**src/design/avtd_pkg.sv**
```systemverilog
// Package for the averaging voltmeter: constants, queue item type and the
// reading and segment decode functions. Depends on nothing.
package avtd_pkg;

    localparam int SAMPLE_W          = 10;
    localparam int SAMPLES_PER_GROUP = 4;
    localparam int GROUP_SUM_W       = $clog2(1023 * SAMPLES_PER_GROUP + 1);
    localparam int GROUP_CNT_W       = $clog2(SAMPLES_PER_GROUP + 1);
    localparam int DIVIDER_W         = 8;
    localparam int BCD_W             = 8;
    localparam int SEG_W             = 7;
    localparam int DEN_W             = 2;
    localparam int SHOWN_W           = 6;
    localparam int QUEUE_DEPTH       = 4;
    localparam int QPTR_W            = $clog2(QUEUE_DEPTH);
    localparam int QCNT_W            = $clog2(QUEUE_DEPTH + 1);
    localparam logic [DIVIDER_W-1:0] DIVIDER_RESET = 8'd25;

    localparam logic [DEN_W-1:0] DEN_UNITS = 2'd1;
    localparam logic [DEN_W-1:0] DEN_TENS  = 2'd2;

    typedef struct packed {
        logic                is_tick;
        logic [SAMPLE_W-1:0] sample;
    } t_item;

    localparam logic [SEG_W-1:0] SEG_TABLE [16] = '{
        7'h3F, 7'h06, 7'h5B, 7'h4F, 7'h66, 7'h6D, 7'h7D, 7'h07,
        7'h7F, 7'h6F, 7'h77, 7'h7C, 7'h39, 7'h5E, 7'h79, 7'h71
    };

    function automatic logic [SEG_W-1:0] seg_of(input logic [3:0] digit);
        return SEG_TABLE[digit];
    endfunction

    // (avg * 33 + 511) / 1023 equals (avg + 15) / 31; the division by 31 is
    // a multiplication by 2115 / 65536, exact for every 10-bit average.
    function automatic logic [BCD_W-1:0] reading_bcd(input logic [SAMPLE_W-1:0] avg);
        logic [10:0] x;
        logic [22:0] p;
        logic [5:0]  q;
        logic [3:0]  tens;
        logic [5:0]  ones;
        x = {1'b0, avg} + 11'd15;
        p = x * 12'd2115;
        q = p[21:16];
        if (q >= 6'd30) begin
            tens = 4'd3;
            ones = q - 6'd30;
        end else if (q >= 6'd20) begin
            tens = 4'd2;
            ones = q - 6'd20;
        end else if (q >= 6'd10) begin
            tens = 4'd1;
            ones = q - 6'd10;
        end else begin
            tens = 4'd0;
            ones = q;
        end
        return {tens, ones[3:0]};
    endfunction

endpackage

```
**src/design/avtd_front.sv**
```systemverilog
// Front part of the voltmeter: accepts input items, tags them as sample or
// tick and holds them in a short in-order queue. Depends on avtd_pkg.
module avtd_front (
    input  logic                             i_clk,
    input  logic                             i_rst_n,
    input  logic                             i_in_valid,
    output logic                             o_in_ready,
    input  logic                             i_func,
    input  logic [avtd_pkg::SAMPLE_W-1:0]    i_sample,
    output logic                             o_q_valid,
    input  logic                             i_q_ready,
    output avtd_pkg::t_item                  o_q_item
);

    avtd_pkg::t_item                 r_mem [avtd_pkg::QUEUE_DEPTH];
    logic [avtd_pkg::QPTR_W-1:0]     r_wr_ptr, n_wr_ptr;
    logic [avtd_pkg::QPTR_W-1:0]     r_rd_ptr, n_rd_ptr;
    logic [avtd_pkg::QCNT_W-1:0]     r_count, n_count;
    logic                            w_push, w_pop;
    avtd_pkg::t_item                 w_item;

    assign o_in_ready = (r_count != avtd_pkg::QCNT_W'(avtd_pkg::QUEUE_DEPTH));
    assign o_q_valid  = (r_count != '0);
    assign o_q_item   = r_mem[r_rd_ptr];
    assign w_push     = i_in_valid && o_in_ready;
    assign w_pop      = o_q_valid && i_q_ready;

    always_comb begin
        w_item.is_tick = i_func;
        w_item.sample  = i_sample;
        n_wr_ptr = r_wr_ptr;
        n_rd_ptr = r_rd_ptr;
        n_count  = r_count;
        if (w_push) begin
            n_wr_ptr = (r_wr_ptr == avtd_pkg::QPTR_W'(avtd_pkg::QUEUE_DEPTH - 1))
                       ? '0 : r_wr_ptr + 1'b1;
        end
        if (w_pop) begin
            n_rd_ptr = (r_rd_ptr == avtd_pkg::QPTR_W'(avtd_pkg::QUEUE_DEPTH - 1))
                       ? '0 : r_rd_ptr + 1'b1;
        end
        if (w_push && !w_pop) begin
            n_count = r_count + 1'b1;
        end else if (!w_push && w_pop) begin
            n_count = r_count - 1'b1;
        end
    end

    always_ff @(posedge i_clk) begin
        if (w_push) begin
            r_mem[r_wr_ptr] <= w_item;
        end
    end

    always_ff @(posedge i_clk) begin
        if (!i_rst_n) begin
            r_wr_ptr <= '0;
            r_rd_ptr <= '0;
            r_count  <= '0;
        end else begin
            r_wr_ptr <= n_wr_ptr;
            r_rd_ptr <= n_rd_ptr;
            r_count  <= n_count;
        end
    end

endmodule

```
**src/design/avtd_back.sv**
```systemverilog
// Back part of the voltmeter: averages samples, forms readings on ticks and
// drives the registered display result. Depends on avtd_pkg.
module avtd_back (
    input  logic                               i_clk,
    input  logic                               i_rst_n,
    input  logic                               i_cfg_valid,
    input  logic [avtd_pkg::DIVIDER_W-1:0]     i_cfg_data,
    input  logic                               i_q_valid,
    output logic                               o_q_ready,
    input  avtd_pkg::t_item                    i_q_item,
    output logic                               o_out_valid,
    input  logic                               i_out_ready,
    output logic [avtd_pkg::SEG_W-1:0]         o_segments,
    output logic [avtd_pkg::DEN_W-1:0]         o_digit_enable,
    output logic [avtd_pkg::SHOWN_W-1:0]       o_shown_value
);

    logic [avtd_pkg::DIVIDER_W-1:0]    r_divider;
    logic [avtd_pkg::GROUP_SUM_W-1:0]  r_group_sum, n_group_sum;
    logic [avtd_pkg::GROUP_CNT_W-1:0]  r_group_cnt, n_group_cnt;
    logic [avtd_pkg::SAMPLE_W-1:0]     r_average, n_average;
    logic [avtd_pkg::BCD_W-1:0]        r_shown, n_shown;
    logic [avtd_pkg::DIVIDER_W-1:0]    r_phase, n_phase;
    logic                              r_high_next, n_high_next;
    logic                              r_out_valid, n_out_valid;
    logic [avtd_pkg::SEG_W-1:0]        r_segments, n_segments;
    logic [avtd_pkg::DEN_W-1:0]        r_digit_en, n_digit_en;
    logic [avtd_pkg::SHOWN_W-1:0]      r_shown_out, n_shown_out;
    logic                              w_out_free, w_take;
    logic [avtd_pkg::DIVIDER_W:0]      w_phase_inc;
    logic [avtd_pkg::GROUP_SUM_W-1:0]  w_sum_add;
    logic [avtd_pkg::GROUP_SUM_W-1:0]  w_quot;

    assign w_out_free     = !r_out_valid || i_out_ready;
    assign o_q_ready      = !i_q_item.is_tick || w_out_free;
    assign w_take         = i_q_valid && o_q_ready;
    assign o_out_valid    = r_out_valid;
    assign o_segments     = r_segments;
    assign o_digit_enable = r_digit_en;
    assign o_shown_value  = r_shown_out;
    assign w_phase_inc    = {1'b0, r_phase} + 1'b1;
    assign w_sum_add      = r_group_sum + avtd_pkg::GROUP_SUM_W'(i_q_item.sample);
    assign w_quot         = avtd_pkg::GROUP_SUM_W'(w_sum_add / avtd_pkg::SAMPLES_PER_GROUP);

    always_comb begin
        n_group_sum = r_group_sum;
        n_group_cnt = r_group_cnt;
        n_average   = r_average;
        n_shown     = r_shown;
        n_phase     = r_phase;
        n_high_next = r_high_next;
        n_out_valid = r_out_valid && !i_out_ready;
        n_segments  = r_segments;
        n_digit_en  = r_digit_en;
        n_shown_out = r_shown_out;
        if (w_take && !i_q_item.is_tick) begin
            if (r_group_cnt + 1'b1 >= avtd_pkg::GROUP_CNT_W'(avtd_pkg::SAMPLES_PER_GROUP)) begin
                n_average   = w_quot[avtd_pkg::SAMPLE_W-1:0];
                n_group_sum = '0;
                n_group_cnt = '0;
            end else begin
                n_group_sum = w_sum_add;
                n_group_cnt = r_group_cnt + 1'b1;
            end
        end
        if (w_take && i_q_item.is_tick) begin
            if (r_phase == '0) begin
                n_shown = avtd_pkg::reading_bcd(r_average);
            end
            n_phase = (w_phase_inc >= {1'b0, r_divider})
                      ? '0 : w_phase_inc[avtd_pkg::DIVIDER_W-1:0];
            if (r_high_next) begin
                n_segments = avtd_pkg::seg_of(n_shown[7:4]);
                n_digit_en = avtd_pkg::DEN_TENS;
            end else begin
                n_segments = avtd_pkg::seg_of(n_shown[3:0]);
                n_digit_en = avtd_pkg::DEN_UNITS;
            end
            n_shown_out = n_shown[avtd_pkg::SHOWN_W-1:0];
            n_high_next = !r_high_next;
            n_out_valid = 1'b1;
        end
    end

    always_ff @(posedge i_clk) begin
        if (!i_rst_n) begin
            r_divider   <= avtd_pkg::DIVIDER_RESET;
            r_group_sum <= '0;
            r_group_cnt <= '0;
            r_average   <= '0;
            r_shown     <= '0;
            r_phase     <= '0;
            r_high_next <= 1'b0;
            r_out_valid <= 1'b0;
        end else begin
            if (i_cfg_valid) begin
                r_divider <= i_cfg_data;
            end
            r_group_sum <= n_group_sum;
            r_group_cnt <= n_group_cnt;
            r_average   <= n_average;
            r_shown     <= n_shown;
            r_phase     <= n_phase;
            r_high_next <= n_high_next;
            r_out_valid <= n_out_valid;
        end
    end

    always_ff @(posedge i_clk) begin
        r_segments  <= n_segments;
        r_digit_en  <= n_digit_en;
        r_shown_out <= n_shown_out;
    end

endmodule

```
**src/design/adc_voltmeter_two_digit_display_top.sv**
```systemverilog
// Averaging voltmeter with a two-digit multiplexed 7-segment display. One
// input item, sample or refresh tick, can be taken every cycle. Items pass in
// order through a four-entry queue into a registered execute stage, so a
// tick's display result is in the output register at the earliest from the clock
// edge after its transfer; samples give no result. A stalled result holds the
// oldest tick in the queue, items behind it wait, and the input stalls once all
// four entries are full. Depends on avtd_pkg, avtd_front and avtd_back.
module adc_voltmeter_two_digit_display_top (
    input  logic                               i_clk,
    input  logic                               i_rst_n,
    input  logic                               i_cfg_valid,
    output logic                               o_cfg_ready,
    input  logic [avtd_pkg::DIVIDER_W-1:0]     i_cfg_data,
    input  logic                               i_in_valid,
    output logic                               o_in_ready,
    input  logic                               i_func,
    input  logic [avtd_pkg::SAMPLE_W-1:0]      i_sample,
    output logic                               o_out_valid,
    input  logic                               i_out_ready,
    output logic [avtd_pkg::SEG_W-1:0]         o_segments,
    output logic [avtd_pkg::DEN_W-1:0]         o_digit_enable,
    output logic [avtd_pkg::SHOWN_W-1:0]       o_shown_value
);

    logic            w_q_valid;
    logic            w_q_ready;
    avtd_pkg::t_item w_q_item;

    assign o_cfg_ready = 1'b1;

    avtd_front u_front (
        .i_clk      (i_clk),
        .i_rst_n    (i_rst_n),
        .i_in_valid (i_in_valid),
        .o_in_ready (o_in_ready),
        .i_func     (i_func),
        .i_sample   (i_sample),
        .o_q_valid  (w_q_valid),
        .i_q_ready  (w_q_ready),
        .o_q_item   (w_q_item)
    );

    avtd_back u_back (
        .i_clk          (i_clk),
        .i_rst_n        (i_rst_n),
        .i_cfg_valid    (i_cfg_valid),
        .i_cfg_data     (i_cfg_data),
        .i_q_valid      (w_q_valid),
        .o_q_ready      (w_q_ready),
        .i_q_item       (w_q_item),
        .o_out_valid    (o_out_valid),
        .i_out_ready    (i_out_ready),
        .o_segments     (o_segments),
        .o_digit_enable (o_digit_enable),
        .o_shown_value  (o_shown_value)
    );

endmodule

```
**config.mk**
```make
export PLATFORM = sky130hd
export DESIGN_NAME = adc_voltmeter_two_digit_display_top
export DESIGN_NICKNAME = d
export VERILOG_FILES = /design/src/design/avtd_pkg.sv /design/src/design/avtd_front.sv /design/src/design/avtd_back.sv /design/src/design/adc_voltmeter_two_digit_display_top.sv
export SDC_FILE = /design/constraint.sdc
export NUM_CORES = 1
export LEC_CHECK = 0
export ABC_AREA = 1
export BUFFER_PORTS_ARGS = -buffer_cell sky130_fd_sc_hd__buf_2
export CAP_MARGIN = 20
export CORE_UTILIZATION = 30
export CTS_CLUSTER_DIAMETER = 100
export DETAILED_ROUTE_END_ITERATION = 10
export SYNTH_ARGS = -nofsm -noshare
export SYNTH_HDL_FRONTEND = slang
export SYNTH_HIERARCHICAL = 1
export SYNTH_SLANG_ARGS = --single-unit
export TNS_END_PERCENT = 100
```
**constraint.sdc**
```tcl
create_clock -name i_clk -period 16.2 [get_ports i_clk]
set_input_delay 3.24 -clock i_clk [delete_from_list [all_inputs] [get_ports i_clk]]
set_output_delay 3.24 -clock i_clk [all_outputs]
set_load 0.03 [all_outputs]
```
==> results of run 1 <==
==> worst register-to-register path, delay by kind of cell (launching register included) <==
kind,cells,cell delay (ps)
simple gates,18,1800
flops,1,350
xor+xnor,1,330
buf+inv,5,550
fa+ha+maj,8,2670
compound gates,4,600
==> sequential cells by signal, summed over array words and instances, names as in the netlist, named ones only <==
signal / count
u_back/o_out_valid: 1
u_back/r_high_next: 1
u_back/r_divider: 8
u_back/o_digit_enable: 2
u_back/o_shown_value: 6
u_back/r_group_cnt: 3
u_front/r_rd_ptr: 2
u_back/r_group_sum: 12
u_back/r_phase: 8
u_front/r_wr_ptr: 2
u_front/r_mem: 44
u_front/r_count: 3
u_back/r_average: 10
u_back/o_segments: 7
u_back/r_shown: 8
==> cell type report <==
cell class                      count  area share [%]
Clock buffer                       17           4.599
Inverter                          162           6.574
Sequential cell                   119           32.14
Multi-Input combinational cell    699           47.86
Clock inverter                     15           1.731
Tap cell                          335           4.531
Timing Repair Buffer               45           2.570
==> through the flow <==
| step | hold WS, ps | instances | worst slack [ps] |
|---|---|---|---|
| detailed placement | 440.0 | 1358 | 9670 |
| global route | 459.4 | 1392 | 8911 |
| global placement | 435.2 | 1358 | 9861 |
| CTS | 448.1 | 1390 | 9628 |
| floorplan | 406.4 | 1001 | 10330 |
| finish | 449.6 | 1392 | 9650 |
==> path summary, 6_finish.rpt <==
| kind | startpoint | end | slack (ps) | cells after the start |
|---|---|---|---|---|
| max reg2reg | u_back/r_average[0] | u_back/o_segments[1] | 9650 | 36 |
| max | u_back/r_average[0] | u_back/o_segments[1] | 9650 | 36 |
| min reg2reg | u_back/r_group_cnt[2] | u_back/r_group_cnt[2] | 450 | 2 |
| min | u_back/r_group_cnt[2] | u_back/r_group_cnt[2] | 450 | 2 |
==> layout by cell type (no fill, tap or decap), drive strengths merged, types with 17 or more instances in the layout <==
cell type / synthesis / layout
a21oi: 73 / 73
buf: 10 / 45
clkbuf: 11 / 17
dfxtp: 60 / 60
edfxtp: 59 / 59
ha: 112 / 112
inv: 158 / 166
nand2: 227 / 227
nand3: 46 / 46
nor2: 92 / 92
o21ai: 63 / 63
xor2: 21 / 21
==> layer usage <==
metal | vias to the layer above | global-route usage (%)
met4 | 0 | 3.623
met5 | - | 0
met3 | 13 | 2.875
met1 | 2888 | 16.06
met2 | 85 | 21.03
li1 | 3364 | -
==> cells by family (layout without fill, tap and decap cells) <==
kind of cell / count (synthesis) / after routing / share of synthesized area [%]
and+or+nand+nor: 392 / 392 / 21.61
xor gates and xnor gates: 24 / 24 / 2.592
DFF: 119 / 119 / 36.66
AOI/OAI and AO/OA: 162 / 162 / 11.00
adders and majority gates: 120 / 120 / 19.25
other: 1 / 1 / 0.04624
buffers and inverters: 183 / 239 / 8.840
==> report_power, final <==
part	switching, µW	internal, µW
sequential	38.2	387
combinational	358	175
clock	157	217
total	553	778
==> results.sh, run 1 <==
export IMPL_critPathTopFamily="adder cells"
export IMPL_htreeDepth=4
export IMPL_post_cts_setup_buffers=0
export IMPL_post_route_period_util_pct=40.43
export IMPL_grt_pass1_wl_mm=28.54
export IMPL_cp_required_ps=16370
export IMPL_dr_wl_met2_mm=7.844
export IMPL_synth_top_area_share_pct=21.85
export IMPL_ys_warn_count=6
export IMPL_grt_ovfl_total=0
export IMPL_ir_worst_vdd_v=0.00009814
export IMPL_start_kind="register"
export IMPL_ys_flop_type="dfxtp_1"
export IMPL_clock_sinks=119
export IMPL_hp_class="register to register"
export IMPL_vias=6350
export IMPL_p_per_area_nw_per_um2=143.9
export IMPL_syn2layout_area_growth_pct=14.05
export IMPL_cts_root_buf="clkbuf_16"
export IMPL_drc=3
export IMPL_syn_avg_cell_area_um2=8.102
export IMPL_clk_path_buf_depth=2
export IMPL_ioPinCount=42
export IMPL_crit_arrival_ps=6720
export IMPL_vias_per_cell=4.562
export IMPL_yosysMostFrequentCell="nand2_1"
export IMPL_path_class="register to register"
export IMPL_yosysTopAreaCell="edfxtp_1"
export IMPL_grt_max_degree=24
export IMPL_status="finished with violations"
export IMPL_setup_violations=0
export IMPL_slew_limit_headroom_pct=32.89
export IMPL_wirelength_mm=16.65
export IMPL_fillers=2719
export IMPL_grt_usage_pct=12.54
export IMPL_antenna_found_initial=0
export IMPL_setup_tns_ps=0
export IMPL_violations="DRC"
export IMPL_synth_cells=1001
export IMPL_ctsResizeCount=0
export IMPL_synthDistinctLibCells=46
export IMPL_fin_crit_ps=6550
export IMPL_total_leakage_power_uw=0.004468
export IMPL_cts_inserted_buffers=17
export IMPL_crit_buf_inv=5
export IMPL_diodes=0
export IMPL_crit_path_end_kind="register"
export IMPL_yosysSeqAreaShare_pct=36.66
export IMPL_seqCellArea_um2=2973
export IMPL_initial_core_util_pct=30.86
export IMPL_drt_iter0_drc=320
export IMPL_wl_met3_um=489
export IMPL_multi_input_area_um2=4427
export IMPL_finalMaxSlewViolations=0
export IMPL_rsz0062_at_grt="false"
export IMPL_final_util_pct=35.20
export IMPL_p_total_uw=1331
export IMPL_drive_above_1_share_pct=11.73
export IMPL_cpMostUsedCell="nand2_1"
export IMPL_place_congestion=0.8547
export IMPL_detail_route_antenna_nets=0
export IMPL_wl_per_cell_um=11.96
export IMPL_ys_seq_elements=119
export IMPL_core_area_um2=26280
export IMPL_skew_ps=11.03
export IMPL_syn_area_um2=8110
export IMPL_async_reset_ff_share_pct=0
export IMPL_synth_edf_count=59
export IMPL_synth_commonest_cells="nand2_1 (208), inv_1 (152), ha_1 (112), nor2_1 (86), a21oi_1 (68)"
export IMPL_slowest_delay_ps=540
export IMPL_synthTopCellsByArea="edfxtp_1 (22%), ha_1 (17%), dfxtp_1 (15%)"
export IMPL_dpl_instance_area_um2=8650
export IMPL_worst_slew_pin_slew_ps=1003
export IMPL_die_h_um=166.4
export IMPL_hold_viol=0
export IMPL_fmax_mhz=152.7
export IMPL_portBuffers=40
export IMPL_worstSkewPairLatency_ps=420
export IMPL_hpwl_mm=12.44
export IMPL_layout_nets=1188
export IMPL_path_max_fanout=6
export IMPL_firstDrtPassIters=10
export IMPL_synth_nets=1145
export IMPL_grt_pass1_vias=6053
export IMPL_die_area_um2=27700
export IMPL_clk_pin_slew_worst_paths_ps=60
export IMPL_cts_tree="built"
export IMPL_highest_layer="met4"
export IMPL_met1Wirelength_mm=8.191
export IMPL_crit_slowest_cell="fa_1"
export IMPL_design_area_um2=9250
export IMPL_ctsHoldBuffers=0
export IMPL_dieWidth_um=166.4
export IMPL_rows=59
export IMPL_maxCapViolCount=0
Power figures use the tool's default switching activity.
==> run 2: changes to the inputs <==
ABC_AREA = 0   (was 1)
clock period = 5.75 ns   (was 16.2 ns; I/O delays follow)
==> run 2 against run 1 <==
The run ends with setup timing left. Maximum frequency grew 1.6%. Hold slack better by 25 ps. Global-route usage grew 0.51 points. Utilization is 6.1 points higher. Largest power group unchanged. Critical path type unchanged.
==> results.sh, run 2 <==
export IMPL_start_kind="register"
export IMPL_initial_core_util_pct=30.84
export IMPL_cpMostUsedCell="ha_4"
export IMPL_synth_top_area_share_pct=22.68
export IMPL_worst_slew_pin_slew_ps=1035
export IMPL_hp_class="register to register"
export IMPL_synthTopCellsByArea="edfxtp_1 (23%), ha_1 (18%), dfxtp_1 (15%)"
export IMPL_antenna_found_initial=1
export IMPL_die_area_um2=26690
export IMPL_drt_iter0_drc=285
export IMPL_synthDistinctLibCells=87
export IMPL_syn_avg_cell_area_um2=10.58
export IMPL_largest_register="u_front/r_mem"
export IMPL_synth_commonest_cells="ha_1 (112), inv_1 (64), dfxtp_1 (60), edfxtp_1 (59), nand2_1 (56)"
export IMPL_met1Wirelength_mm=7.910
export IMPL_drive_above_1_share_pct=34.40
export IMPL_combPwrFrac_pct=37.4
export IMPL_worstSkewPairLatency_ps=420
export IMPL_htreeDepth=4
export IMPL_detail_route_antenna_nets=0
export IMPL_vias=5929
export IMPL_finalMaxSlewViolations=0
export IMPL_grt_usage_pct=13.06
export IMPL_grt_pass1_vias=5830
export IMPL_fin_crit_ps=6443
export IMPL_p_per_area_nw_per_um2=354.7
export IMPL_portBuffers=40
export IMPL_total_leakage_power_uw=0.004493
export IMPL_startpoint="u_back/r_average[1]"
export IMPL_hpwl_mm=12.29
export IMPL_largest_register_ffs=44
export IMPL_slew_limit_headroom_pct=30.84
export IMPL_synth_nets=882
export IMPL_dr_wl_met2_mm=8.177
export IMPL_p_sw_share_pct=35.09
export IMPL_cts_root_buf="clkbuf_16"
export IMPL_min_path_cells=2
export IMPL_firstDrtPassIters=5
export IMPL_hp_start="u_back/r_group_sum[11]"
export IMPL_dpl_cell_count=1188
export IMPL_post_route_period_util_pct=112.1
export IMPL_fmax_mhz=155.2
export IMPL_yosysTopAreaCell="edfxtp_1"
export IMPL_rsz0062_at_grt="true"
export IMPL_reg2reg_to="u_back/o_segments[1]"
export IMPL_dieWidth_um=163.4
export IMPL_ioPinCount=42
export IMPL_r2r_cells=31
export IMPL_path_max_fanout=4
export IMPL_ir_worst_vdd_v=0.0002820
export IMPL_dpl_instance_area_um2=9268
export IMPL_maxCapViolCount=0
export IMPL_syn_area_um2=7811
export IMPL_final_cell_mix="buf_4 (117), ha_1 (93), edfxtp_1 (59), dfxtp_1 (58)"
export IMPL_yosysMostFrequentCell="ha_1"
export IMPL_cp_required_ps=6010
export IMPL_final_common_cell="buf_4"
export IMPL_skew_ps=17.73
export IMPL_drc=0
export IMPL_ys_seq_elements=119
export IMPL_die_h_um=163.4
export IMPL_p_clk_share_pct=30.9
export IMPL_ys_flop_type="dfxtp_1"
export IMPL_design_area_um2=10450
export IMPL_async_reset_ff_share_pct=0
export IMPL_wl_met3_um=640
export IMPL_seqCellArea_um2=2975
export IMPL_final_util_pct=41.27
export IMPL_highest_layer="met4"
export IMPL_wl_per_cell_um=13.60
export IMPL_vias_per_cell=4.778
export IMPL_multi_input_area_um2=5020
export IMPL_path_class="register to register"
export IMPL_yosysSeqAreaShare_pct=38.06
export IMPL_grt_pass1_wl_mm=27.80
export IMPL_fillers=2356
export IMPL_clock_sinks=119
export IMPL_wirelength_mm=16.87
export IMPL_crit_path_end_kind="register"
export IMPL_ctsHoldBuffers=0
export IMPL_layout_cells_non_filler=1241
export IMPL_ys_warn_count=6
export IMPL_synth_edf_count=59
export IMPL_clk_path_buf_depth=2
export IMPL_setup_ws_ps=-693.4
export IMPL_status="finished with violations"
export IMPL_rows=58
export IMPL_reg_largest_list="u_front/r_mem: 44 flops, u_back/r_group_sum: 12 flops, u_back/r_average: 10 flops"
export IMPL_grt_ovfl_total=0
export IMPL_place_congestion=0.8284
export IMPL_switching_power_uw=1301
export IMPL_crit_arrival_ps=6700
export IMPL_setup_violations=10
export IMPL_layout_nets=1041
export IMPL_hold_viol=0
export IMPL_violations="setup timing"
export IMPL_slowest_delay_ps=510
export IMPL_synth_cells=738
export IMPL_p_int_uw=2407
export IMPL_r2r_slack_ps=-690
export IMPL_syn2layout_area_growth_pct=33.81
export IMPL_p_total_uw=3708
export IMPL_r2r_start="u_back/r_average[1]"
export IMPL_setup_tns_ps=-4939
export IMPL_crit_slowest_cell="fa_1"
export IMPL_power_frac_seq_pct=31.7
export IMPL_clk_pin_slew_worst_paths_ps=60
export IMPL_core_area_um2=25330
export IMPL_whs_endpoint="u_back/r_group_sum[11]"
export IMPL_cts_tree="built"
export IMPL_cts_inserted_buffers=17
export IMPL_grt_max_degree=39
run 2: cell types whose count changed after synthesis, sizes merged, moves of 15 or more:
| cell | delta |
|---|---|
| mux2i | +21 |
| o21ai | -39 |
| nand3 | -36 |
| nor2 | -43 |
| xnor2 | +18 |
| nand2 | -171 |
| inv | -93 |
| a22oi | +19 |
| and3 | +15 |
| a21oi | -37 |
run 2: per-layer routing:
| layer | vias to the layer above | GRT usage [%] |
|---|---|---|
| met5 | - | 0 |
| met4 | 0 | 3.356 |
| met3 | 12 | 3.200 |
| met2 | 94 | 21.88 |
| met1 | 2794 | 16.67 |
| li1 | 3029 | - |
run 2: worst max path at each step:
| stage | endpoint | cells after the start |
|---|---|---|
| global route | u_back/o_segments[3] | 32 |
| CTS | u_back/o_segments[6] | 31 |
| finish | u_back/o_segments[1] | 31 |
| floorplan | u_back/o_segments[6] | 31 |
| global placement | u_back/o_segments[2] | 28 |
| detailed placement | u_back/o_segments[2] | 28 |
run 2: critical path: cells and delay by family, from the launching register on:
family                   cells  cell delay (ps)
buffers and inverters        6              480
AO/OA/AOI/OAI                8             1860
adder cells (fa/ha/maj)      9             2130
multiplexers                 1               60
AND/OR/NAND/NOR              6             1300
flip-flops                   1              320
XOR/XNOR                     1              140
run 2: cell families (layout without fill, tap and decap cells):
family	Yosys count	in the layout	synth area share (%)
AO/OA/AOI/OAI	159	159	15.30
adder cells (fa/ha/maj)	120	120	19.99
flip-flops	119	119	38.06
other	1	2	0.04801
buffers and inverters	89	261	4.661
multiplexers	34	34	6.247
AND/OR/NAND/NOR	184	184	12.11
XOR/XNOR	32	32	3.588
run 2: area by class of cell:
cell class                      instances  area share, %
Tap cell                              330          3.950
Inverter                               65          2.334
Timing Repair Buffer                  164          11.07
Sequential cell                       119          28.47
Clock buffer                           17          4.070
Antenna cell                            1        0.02394
Clock inverter                         15          2.059
Multi-Input combinational cell        530          48.02
run 2: stage by stage:
stage          setup slack (ps)  hold WS (ps)
4_1_cts                  -784.6         479.4
6_report                 -693.4         474.7
3_3_place_gp             -853.7         458.1
2_1_floorplan            -623.6         448.1
5_1_grt                  -945.6         504.3
3_5_place_dp             -895.8         471.5
run 2: what timing repair did:
item	in CTS	in global routing
setup buffers	13	9
gates resized for setup	39	34
setup endpoints to repair	13	16
gates cloned	0	0
pin swaps	36	30
run 2: power groups by stage:
stage	Sequential (µW)	Combinational, µW	Clock, µW
final	1170	1390	1150
after global routing	1190	1530	1210
after CTS	1180	1320	1170
after detailed placement	1190	1250	0
after global placement	1190	1240	0
after floorplan	1240	906	0
